===== src/rtl/lobm_pkg.sv =====
// Shared types, constants and helpers of the limit order book matcher.
package lobm_pkg;

  localparam int MAX_ORDERS = 64;
  localparam int IDX_W      = $clog2(MAX_ORDERS);
  localparam int CNT_W      = $clog2(MAX_ORDERS + 1);
  localparam int ID_WIDTH   = 32;
  localparam logic [31:0] ID_MASK = 32'hFFFF_FFFF >> (32 - ID_WIDTH);

  localparam logic [1:0] OP_LIMIT  = 2'd0;
  localparam logic [1:0] OP_MARKET = 2'd1;

  localparam logic [1:0] CMD_NONE   = 2'd0;
  localparam logic [1:0] CMD_LOAD   = 2'd1;
  localparam logic [1:0] CMD_SETREM = 2'd2;
  localparam logic [1:0] CMD_CLEAR  = 2'd3;

  localparam logic [2:0] ST_NEW      = 3'd0;
  localparam logic [2:0] ST_PARTIAL  = 3'd1;
  localparam logic [2:0] ST_FILLED   = 3'd2;
  localparam logic [2:0] ST_MKT_CXL  = 3'd3;
  localparam logic [2:0] ST_CXL_DONE = 3'd4;
  localparam logic [2:0] ST_NOTFOUND = 3'd5;
  localparam logic [2:0] ST_FULL     = 3'd6;

  typedef struct packed {
    logic             found;
    logic [31:0]      price;
    logic [31:0]      arrival;
    logic [31:0]      remaining;
    logic [31:0]      id;
    logic [IDX_W-1:0] idx;
  } best_t;

  typedef struct packed {
    best_t            bid;
    best_t            ask;
    logic             hit_found;
    logic [IDX_W-1:0] hit_idx;
    logic             free_found;
    logic [IDX_W-1:0] free_idx;
  } carry_t;

  typedef struct packed {
    logic [1:0]       kind;
    logic [IDX_W-1:0] idx;
    logic             side;
    logic [31:0]      price;
    logic [31:0]      remaining;
    logic [31:0]      id;
    logic [31:0]      arrival;
  } cmd_t;

  typedef struct packed {
    logic        tv;
    logic [31:0] price;
    logic [31:0] qty;
    logic [31:0] buy_id;
    logic [31:0] sell_id;
    logic [31:0] tid;
  } res_t;

  // True when arrival a came before arrival b, modulo 2^32.
  function automatic logic earlier(input logic [31:0] a, input logic [31:0] b);
    logic [31:0] d;
    d = a - b;
    return d[31];
  endfunction

endpackage


===== src/rtl/lobm_cell.sv =====
// One resting-order slot of the book and its stage of the search chain.
module lobm_cell import lobm_pkg::*; (
  input  logic             clk,
  input  logic             rst_n,
  input  logic [IDX_W-1:0] cell_idx,
  input  cmd_t             cmd,
  input  logic [31:0]      cancel_id,
  input  carry_t           carry_in,
  output carry_t           carry_out
);

  logic        valid_r;
  logic        side_r;
  logic [31:0] price_r;
  logic [31:0] rem_r;
  logic [31:0] id_r;
  logic [31:0] arr_r;
  carry_t      carry_r;
  carry_t      carry_nxt;
  logic        sel;

  assign sel = (cmd.kind != CMD_NONE) && (cmd.idx == cell_idx);

  always_ff @(posedge clk) begin
    if (!rst_n) begin
      valid_r <= 1'b0;
    end else if (sel) begin
      case (cmd.kind)
        CMD_LOAD:   valid_r <= 1'b1;
        CMD_SETREM: valid_r <= (cmd.remaining != 32'd0);
        CMD_CLEAR:  valid_r <= 1'b0;
        default:    valid_r <= valid_r;
      endcase
    end
  end

  always_ff @(posedge clk) begin
    if (sel && cmd.kind == CMD_LOAD) begin
      side_r  <= cmd.side;
      price_r <= cmd.price;
      id_r    <= cmd.id;
      arr_r   <= cmd.arrival;
    end
    if (sel && (cmd.kind == CMD_LOAD || cmd.kind == CMD_SETREM)) begin
      rem_r <= cmd.remaining;
    end
    carry_r <= carry_nxt;
  end

  // Merge this slot into the running best, match and free-slot results.
  always_comb begin
    carry_nxt = carry_in;
    if (valid_r && !side_r) begin
      if (!carry_in.bid.found || price_r > carry_in.bid.price ||
          (price_r == carry_in.bid.price && earlier(arr_r, carry_in.bid.arrival))) begin
        carry_nxt.bid = '{1'b1, price_r, arr_r, rem_r, id_r, cell_idx};
      end
    end
    if (valid_r && side_r) begin
      if (!carry_in.ask.found || price_r < carry_in.ask.price ||
          (price_r == carry_in.ask.price && earlier(arr_r, carry_in.ask.arrival))) begin
        carry_nxt.ask = '{1'b1, price_r, arr_r, rem_r, id_r, cell_idx};
      end
    end
    if (!carry_in.hit_found && valid_r && id_r == cancel_id) begin
      carry_nxt.hit_found = 1'b1;
      carry_nxt.hit_idx   = cell_idx;
    end
    if (!carry_in.free_found && !valid_r) begin
      carry_nxt.free_found = 1'b1;
      carry_nxt.free_idx   = cell_idx;
    end
  end

  assign carry_out = carry_r;

endmodule


===== config.mk =====
export PLATFORM = sky130hd
export DESIGN_NAME = lobm_cell
export DESIGN_NICKNAME = d
export VERILOG_FILES = /design/src/rtl/lobm_pkg.sv /design/src/rtl/lobm_cell.sv
export SDC_FILE = /design/constraint.sdc
export NUM_CORES = 1
export LEC_CHECK = 0
export BUFFER_PORTS_ARGS = -buffer_cell sky130_fd_sc_hd__clkbuf_2
export CORE_AREA = 2 2 289 291
export CTS_CLUSTER_SIZE = 25
export DETAILED_ROUTE_END_ITERATION = 10
export DIE_AREA = 0 0 291 293
export GPL_TIMING_DRIVEN = 0
export SLEW_MARGIN = 30
export SYNTH_ARGS = -nofsm -noshare
export SYNTH_HDL_FRONTEND = slang
export SYNTH_SLANG_ARGS = --single-unit

===== constraint.sdc =====
create_clock -name clk -period 16.8 [get_ports clk]
set_input_delay 1.68 -clock clk [delete_from_list [all_inputs] [get_ports clk]]
set_output_delay 1.68 -clock clk [all_outputs]
set_load 0.01 [all_outputs]

# Yosys cells after proc, flatten, opt, wreduce, memory -nomap -nowiden
# Index checks and enable logic that the tools add are counted.
totals:
  regBits: 414
  inputBits: 461
  out_inout_bits: 284
  elab_cells: 65
op_classes:
  n_addsub: 2
  order_cmp: 2
  n_eq_ne: 7
  n_mux: 7
  reduce_logical: 25
op_table:
  columns: ["operator", "n"]
  rows:
  - ["2-to-1 mux 135 bit", 4]
  - ["equality test 32 bit", 3]
  - ["subtractor 32 bit", 2]
  - ["greater-than comparator 32 bit", 1]
  - ["less-than comparator 32 bit", 1]
  - ["nonzero test 32 bit", 1]
  - ["2-to-1 mux 6 bit", 2]
  - ["logical AND 1 bit", 10]
  - ["equality test 6 bit", 1]
  - ["zero test 1 bit", 6]
  - ["logical OR 1 bit", 5]
  - ["equality test 2 bit, second input constant", 2]
  - ["case mux 1 bit (3 select lines)", 1]
  - ["nonzero test 3 bit", 1]
  - ["equality test 2 x 1 -> 1 bit, second input constant", 1]
  - ["AND reduction 2 bit", 1]
  - ["nonzero test 2 bit", 1]

# Longest topological paths before layout
# Gate-level depths: netlist of the first run.
depth:
  depth_word: 5
  depth_mapped: 12
  ltp_nobuf: 10

# Worst setup path before layout of the first run
# OpenSTA, ideal clock, no wires.
synth_timing:
  path_kind: "input -> register"
  start: "in cmd[135] in the netlist's numbering"
  end: "reg arr_r[0], enable pin"
  setup_ns: 0.554
  arrival_time_ns: 6.410
  required_ns: 16.246
  slack_ns: 9.836
  cell_stages: 5
  n_path_buf: 0
  path_cell_list: "inv_1 > ha_1 > nor4_1 > nand4_1 > nor2_1"
synth_between:
  elab_chain_len: 3
  elab_cells_between_ends: 4
  cone_classes: "1 x eq/ne; 3 x reduce/logical"
synth_rtl:
  columns: ["item", "line", "text"]
  rows:
  - ["from (decl)", "lobm_cell.sv:6", "input cmd_t cmd,"]
  - ["nonzero test 2 bit", "lobm_cell.sv:22", "assign sel = (cmd.kind != CMD_NONE) && (cmd.idx == cell_idx);"]
  - ["logical AND 1 bit", "lobm_cell.sv:22", null]
  - ["logical AND 1 bit (*)", "lobm_cell.sv:38", "if (sel && cmd.kind == CMD_LOAD) begin"]
  - ["to (signal assigned)", "lobm_cell.sv:42", "arr_r <= cmd.arrival;"]
  - ["to (decl)", "lobm_cell.sv:17", "logic [31:0] arr_r;"]
# Every way passes the cells marked *; elsewhere a longest branch is shown, timed or not.
# A chain may end at the register's enable or synchronous reset.

==> results of run 1 <==
placed cells by master, fill, tap and decap left out, types with 11 or more instances in the layout:
master	synthesis	final
sky130_fd_sc_hd__a21o_1	12	12
sky130_fd_sc_hd__a21oi_1	37	37
sky130_fd_sc_hd__buf_4	15	16
sky130_fd_sc_hd__clkbuf_16	0	53
sky130_fd_sc_hd__clkbuf_2	0	744
sky130_fd_sc_hd__dfxtp_1	285	285
sky130_fd_sc_hd__edfxtp_1	129	129
sky130_fd_sc_hd__ha_1	129	129
sky130_fd_sc_hd__inv_1	128	128
sky130_fd_sc_hd__mux2_1	70	70
sky130_fd_sc_hd__mux2_2	150	150
sky130_fd_sc_hd__mux2_4	60	60
sky130_fd_sc_hd__nand2_1	20	20
sky130_fd_sc_hd__nand2b_1	11	11
sky130_fd_sc_hd__nand3_1	13	13
sky130_fd_sc_hd__nand4_1	31	31
sky130_fd_sc_hd__nor2_1	22	18
sky130_fd_sc_hd__nor4_1	11	11
sky130_fd_sc_hd__xnor2_1	32	32
worst max-delay path, cell delays in order:
cell                       delay, ps
sky130_fd_sc_hd__clkbuf_2         90
sky130_fd_sc_hd__inv_1            40
sky130_fd_sc_hd__ha_1            290
sky130_fd_sc_hd__nand4_1         190
sky130_fd_sc_hd__nor4_1          510
sky130_fd_sc_hd__a21boi_0        470
sky130_fd_sc_hd__o311a_1         270
sky130_fd_sc_hd__a311o_1         200
sky130_fd_sc_hd__nor2_1          140
sky130_fd_sc_hd__nor2_4          290
sky130_fd_sc_hd__buf_16          190
sky130_fd_sc_hd__buf_4           320
sky130_fd_sc_hd__buf_4           330
sky130_fd_sc_hd__mux2_1          370
state kept, by name, summed over array words and instances (netlist names):
name and cells:
carry_out 284, arr_r 32, valid_r 1, price_r 32, rem_r 32, id_r 32, side_r 1
metrics by stage:
step	cells	worst slack [ps]	utilization (%)	power, mW	hold slack (ps)
finish	3173	11830	29.5	2.44	506
global route	3171	11560	29.5	2.54	517
CTS	3167	11560	29.5	2.48	508
detailed placement	3073	10920	27.4	1.33	492
global placement	3063	5170	27.1	1.33	483
floorplan	1249	9840	-	1.20	413
metal layers:
metal	vias up	share of wire [%]	GRT usage [%]
met5	-	0.14	0
met4	14	3.3	5.16
met3	108	7.8	4.70
met2	578	51	28.1
met1	6103	38	16.6
li1	6125	-	-
power by group:
| part | internal [mW] | switching (mW) | total [mW] |
|---|---|---|---|
| clock network | 0.666 | 0.474 | 1.14 |
| registers | 1.07 | 0.0131 | 1.08 |
| logic | 0.114 | 0.109 | 0.222 |
| total | 1.85 | 0.595 | 2.44 |
final timing paths:
kind	depth (start not counted)	end	from
worst max-delay path	14	carry_out[84]	carry_in[131]
worst max register to register	12	carry_out[84]	price_r[15]
worst min register to register	1	carry_out[203]	rem_r[16]
worst min-delay path	1	carry_out[203]	rem_r[16]
final cells by class:
class                   instances  area [um2]
fillers                      8489       57700
clock inverters                28         313
plain buffers                  28         283
clock buffers                  66        1420
flip-flops and latches        414        9580
repair buffers                754        3960
well taps                    1070        1340
inverters                     128         480
diodes                          6        15.0
multi-input cells             679        6770
kinds of logic after synthesis:
logic type               share of synthesized area, %
AO/OA/AOI/OAI                                    3.85
XOR/XNOR                                         2.05
adder cells (fa/ha/maj)                          9.45
buffers and inverters                            4.47
flip-flops                                       56.1
multiplexers                                     19.8
AND/OR/NAND/NOR                                  4.28
==> parameters.txt, run 1 <==
Parameter                              Value

Floorplanning
  Boundary Pins ... 745
  Number of cell rows ... 105
  Die area ... 85300 um2
  Initial Util ... 20.9%
  Die span in x ... 291 um
  Total core area ... 81800 um2
  Die outline height ... 293 um

Global route
  Antenna violations before repair ... 18
  Maximum number of pins on one net before global-route repair ... 24
  Overall Global Routing Usage ... 15.3%
  Aggregate global routing overflow ... 0
  Vias in the first global route ... 13864
  Wire length of the first global-routing pass ... 94000 um

CTS
  Number of H-tree levels ... 2
  Number of buffers between clock root and the deepest sink ... 3
  Number of buffers inserted by hold repair at cts ... 0
  Post-CTS Resized ... 0
  Clk_lat worst skew ... 610 ps
  Root Buffer Master ... sky130_fd_sc_hd__clkbuf_16
  CTS Sinks ... 414
  Post-CTS setup buffer count ... 0
  Clock transition at path regs ... 60 ps
  TritonCTS buffer count ... 50
  CTS tree ... yes

STA
  Time the worst path needs with I/O delays and setup ... 4970 ps
  Actual transition at the worst max-transition pin ... 810 ps
  Worst slew margin relative to its limit ... 45.5%
  Final number of hold-violating endpoints ... 0
  Final period utilization ... 29.6%
  Final Slew Violations ... 0
  Worst Skew ... 19.5 ps
  Timing-limited maximum frequency ... 201 MHz
  Setup repair after global routing missed its margin ... false
  Setup violation total in the final timing report ... 0
  Total Neg Setup Slack ... 0 ps

Drt
  Antenna Nets Post-Route ... 0
  Avg WL per Cell ... 21.3 um
  Per-cell via count in the routed design ... 4.07
  Count of TritonRoute iterations in the first routing pass ... 4
  Total wirelength of the detailed-routed design ... 67700 um
  Starting DRC count in detailed routing ... 542
  Total via count in the routed design ... 12928
  Number of design rule violations left after detail routing ... 0

Logic synthesis
  Mapped Avg Cell Area ... 13.7 um2
  Synthesis Warnings ... 0
  Post-synthesis cell type count ... 51
  Commonest register cell after synthesis ... sky130_fd_sc_hd__dfxtp_1
  Number of enable-type register cells in the synthesized netlist ... 129
  Cell type with the largest total area after synthesis ... sky130_fd_sc_hd__dfxtp_1
  Sequential share of the synthesized area ... 56.1%
  Netlist area before placement ... 17100 um2
  Top cells by area, synth ... sky130_fd_sc_hd__dfxtp_1 33%, sky130_fd_sc_hd__edfxtp_1 23%, sky130_fd_sc_hd__mux2_2 9.9%, sky130_fd_sc_hd__ha_1 9.4%, sky130_fd_sc_hd__mux2_4 5.3%
  Post-synthesis cell count ... 1249
  Share of flip-flops with an asynchronous set or reset ... 0%
  Proportion of netlist area held by the largest area contributor ... 33.4%
  Most instantiated cells after synthesis ... 285 x sky130_fd_sc_hd__dfxtp_1, 150 x sky130_fd_sc_hd__mux2_2, 129 x sky130_fd_sc_hd__edfxtp_1, 129 x sky130_fd_sc_hd__ha_1, 128 x sky130_fd_sc_hd__inv_1
  Net Count, Synth ... 1839
  Most numerous cell in the Yosys netlist ... sky130_fd_sc_hd__dfxtp_1
  Post-synthesis register bit count ... 414

Worst setup path
  Sort of element at the end of the critical path ... flip-flop
  Sort of element at the start of the critical path ... primary input
  Slack of the worst reg-to-reg path ... 12550 ps
  Arrival time reported for the critical path endpoint ... 5440 ps
  Highest net fanout along the worst path ... 10
  Critical Path RT ... 17270 ps
  Worst Setup Path Type ... in -> reg

Placement
  Post-DP Area ... 22400 um2
  Detail Placement HPWL ... 56100 um
  Routability congestion estimate ... 0.873
  Port Buf Inserts ... 744

Power
  Worst IR Drop VDD ... 0.0000850 V
  Leakage dissipation ... 11.5 nW
  Power Dens Cells ... 101 nW/um2

Cells and area
  Layout overhead on the synthesized area ... 41.4%
  Finished layout cell area ... 24200 um2
  Share of layout cells above drive strength 1 ... 51.6%
  Nets ... 2645

Run status
  Result of the run ... finished clean

Worst hold path
  Worst hold path type ... reg -> reg

Flow run
  Number of max-capacitance violations reported ... 0
No activity file was read; power rests on OpenSTA's default activity.
==> run 2, diff against run 1 <==
Clock period 16.8 ns to 4.6 ns, I/O delays scaled along.
==> run 2 against run 1 <==
Net effect:
- non-clock buffer count is 93 higher
- count of clock-buffer cells in the layout is the same
- critical path depth shrank 3
- global-route usage rose by 0.073 points
- combinational power increased to 4.0 times the previous value
- register-to-register slack lost 12000 ps
- die area stayed put
- final cell count grew 3.0%
- worst hold slack lost 460 ps
- routed wire length rose by 0.46%
- clock skew increased by 8.5 ps
- highest routed layer unchanged
==> parameters.txt, run 2 (synthesis gave the netlist of run 1 again) <==
Parameter                              Value

Worst setup path
  Arrival time reported for the critical path endpoint ... 4620 ps (was 5440 ps)
  Crit path buf inv count ... 2 (was 5)
  Sort of element at the end of the critical path ... flip-flop (unchanged)
  Top Family by Delay on Critical Path ... simple AND/OR/NAND/NOR gates (unchanged)
  Critical Path RT ... 5080 ps (was 17270 ps)
  Worst Setup Path Type ... reg -> reg (was in -> reg)
  Highest net fanout along the worst path ... 10 (unchanged)
  Slowest library cell on the worst path ... sky130_fd_sc_hd__edfxtp_1 (was sky130_fd_sc_hd__nor4_1)
  Max incr delay on CP ... 560 ps (was 510 ps)
  Most common cell on crit path ... sky130_fd_sc_hd__buf_4 (unchanged)
  Cell chain of the critical path ... ha_1, nand4_1, nor3_1, and3_1, o311a_1, a311o_1, nor2_1, nor2_4, buf_4, buf_4, mux2_1 (was clkbuf_2, inv_1, ha_1, nand4_1, nor4_1, a21boi_0, o311a_1, a311o_1, nor2_1, nor2_4, buf_16, buf_4, buf_4, mux2_1)
  Sort of element at the start of the critical path ... flip-flop (was primary input)

CTS
  Number of H-tree levels ... 2 (unchanged)
  Clk_lat worst skew ... 610 ps (about the same)
  Root Buffer Master ... sky130_fd_sc_hd__clkbuf_16 (unchanged)
  Number of buffers between clock root and the deepest sink ... 3 (unchanged)
  CTS tree ... yes (unchanged)
  CTS Sinks ... 414 (unchanged)
  Clock transition at path regs ... 60 ps (about the same)
  TritonCTS buffer count ... 50 (unchanged)

Placement
  Port Buf Inserts ... 744 (unchanged)
  Detail Placement HPWL ... 55500 um (was 56100 um)
  Routability congestion estimate ... 0.859 (was 0.873)
  Post-DP Area ... 22400 um2 (about the same)

STA
  Time the worst path needs with I/O delays and setup ... 4140 ps
  WHS ... 50.2 ps (was 506 ps)
  Total Neg Setup Slack ... 0 ps (unchanged)
  Worst slew margin relative to its limit ... 40.6% (was 45.5%)
  Final number of hold-violating endpoints ... 0 (unchanged)
  Worst Skew ... 28.0 ps (was 19.5 ps)
  Setup repair after global routing missed its margin ... false (unchanged)
  Final Slew Violations ... 0 (unchanged)
  Actual transition at the worst max-transition pin ... 882 ps (was 810 ps)
  Timing-limited maximum frequency ... 242 MHz
  Final period utilization ... 90.0%
  Setup violation total in the final timing report ... 0 (unchanged)

Drt
  Length of routed met3 wiring ... 5800 um (was 5250 um)
  Detailed-routing wirelength on met1 ... 26300 um (was 25600 um)
  Total wirelength of the detailed-routed design ... 68000 um (was 67700 um)
  Avg WL per Cell ... 20.8 um (was 21.3 um)
  Starting DRC count in detailed routing ... 554 (was 542)
  Uppermost layer routed ... met5 (unchanged)
  Count of TritonRoute iterations in the first routing pass ... 4 (unchanged)
  Number of design rule violations left after detail routing ... 0 (unchanged)
  Antenna Nets Post-Route ... 0 (unchanged)
  Total via count in the routed design ... 13155 (was 12928)
  Per-cell via count in the routed design ... 4.03 (was 4.07)
  Met2 WL ... 33900 um (was 34500 um)

Cells and area
  Leading cell types in the layout, fill and taps excluded ... 744 x sky130_fd_sc_hd__clkbuf_2, 285 x sky130_fd_sc_hd__dfxtp_1, 150 x sky130_fd_sc_hd__mux2_2 (unchanged)
  Flip-flop count of the largest register after layout ... 284 (unchanged)
  Share of layout cells above drive strength 1 ... 49.1% (was 51.6%)
  Finished Core Util ... 30.5% (was 29.5%)
  Nets ... 2738 (was 2645)
  Most common cell after layout, fill and taps aside ... sky130_fd_sc_hd__clkbuf_2 (unchanged)
  Finished layout cell area ... 25000 um2 (was 24200 um2)
  Fill cell total of the finished layout ... 8412 (was 8489)
  Layout overhead on the synthesized area ... 46.3% (was 41.4%)

Floorplanning
  Die area ... 85300 um2 (unchanged)
  Die span in x ... 291 um (unchanged)
  Number of cell rows ... 105 (unchanged)
  Initial Util ... 20.9% (unchanged)
  Boundary Pins ... 745 (unchanged)
  Total core area ... 81800 um2 (unchanged)
  Die outline height ... 293 um (unchanged)

Power
  Overall power after layout ... 8.86 mW (was 2.44 mW)
  Power Dens Cells ... 355 nW/um2 (was 101 nW/um2)
  Leakage dissipation ... 11.8 nW (was 11.5 nW)
  Worst IR Drop VDD ... 0.000292 V (was 0.0000850 V)

Worst hold path
  Worst hold path type ... in -> reg (was reg -> reg)

Global route
  Wire length of the first global-routing pass ... 94400 um (was 94000 um)
  Antenna violations before repair ... 23 (was 18)
  Vias in the first global route ... 13734 (was 13864)
  Maximum number of pins on one net before global-route repair ... 21 (was 24)
  Overall Global Routing Usage ... 15.4% (was 15.3%)
  Aggregate global routing overflow ... 0 (unchanged)

Run status
  Result of the run ... finished clean (unchanged)

Flow run
  Number of max-capacitance violations reported ... 0 (unchanged)
==> run 2: changes by cell type in the layout (fill, tap and decap cells not counted), moves of 2 or more <==
| cell | before | now |
|---|---|---|
| sky130_fd_sc_hd__clkbuf_1 | 8 | 14 |
| sky130_fd_sc_hd__clkbuf_16 | 53 | 50 |
| sky130_fd_sc_hd__clkbuf_8 | 4 | 2 |
| sky130_fd_sc_hd__clkinv_4 | 3 | 1 |
| sky130_fd_sc_hd__diode_2 | 6 | 8 |
| sky130_fd_sc_hd__dlygate4sd3_1 | 0 | 95 |
| sky130_fd_sc_hd__inv_16 | 2 | 0 |
| sky130_fd_sc_hd__inv_6 | 4 | 7 |
==> run 2: final timing paths <==
| kind | from | to | slack, ps | cells after the start |
|---|---|---|---|---|
| setup / recovery | price_r[31] | carry_out[83] | 460 | 11 |
| hold / removal | cmd[88] | rem_r[24] | 50 | 1 |
| setup reg to reg | price_r[31] | carry_out[83] | 460 | 11 |
| hold reg to reg | rem_r[7] | carry_out[194] | 500 | 1 |
==> run 2: cell type report <==
class / instances / area [um2] / area share, %
Clock buffer: 66 / 1330 / 5.33
Timing Repair Buffer: 847 / 4880 / 19.5
Antenna cell: 8 / 20.0 / 0.0801
Inverter: 128 / 480 / 1.92
Buffer: 28 / 283 / 1.13
Multi-Input combinational cell: 679 / 6770 / 27.1
Sequential cell: 414 / 9580 / 38.3
Tap cell: 1070 / 1340 / 5.36
Clock inverter: 28 / 313 / 1.25
==> run 2: per-layer routing <==
layer	up-vias	global-route usage, %
met5	-	0
met4	16	4.60
met3	102	5.23
met2	556	27.3
met1	6172	17.4
li1	6309	-
==> run 2: where the power goes <==
part / switching [mW] / internal, mW / total, mW
clock network: 1.69 / 2.34 / 4.02
registers: 0.0476 / 3.91 / 3.96
logic: 0.412 / 0.467 / 0.880
==> run 2: per-stage QoR <==
step	setup slack [ps]	instances
after floorplan	479	1249
after global placement	-2500	3063
after detailed placement	106	3071
after CTS	214	3259
after global routing	207	3262
final	460	3268
==> run 2: repair_timing <==
item / in CTS / in global routing
endpoints found under the hold margin: 94 / 1
resized for setup: 0 / 0
hold buffers: 94 / 1
setup buffers: 0 / 0
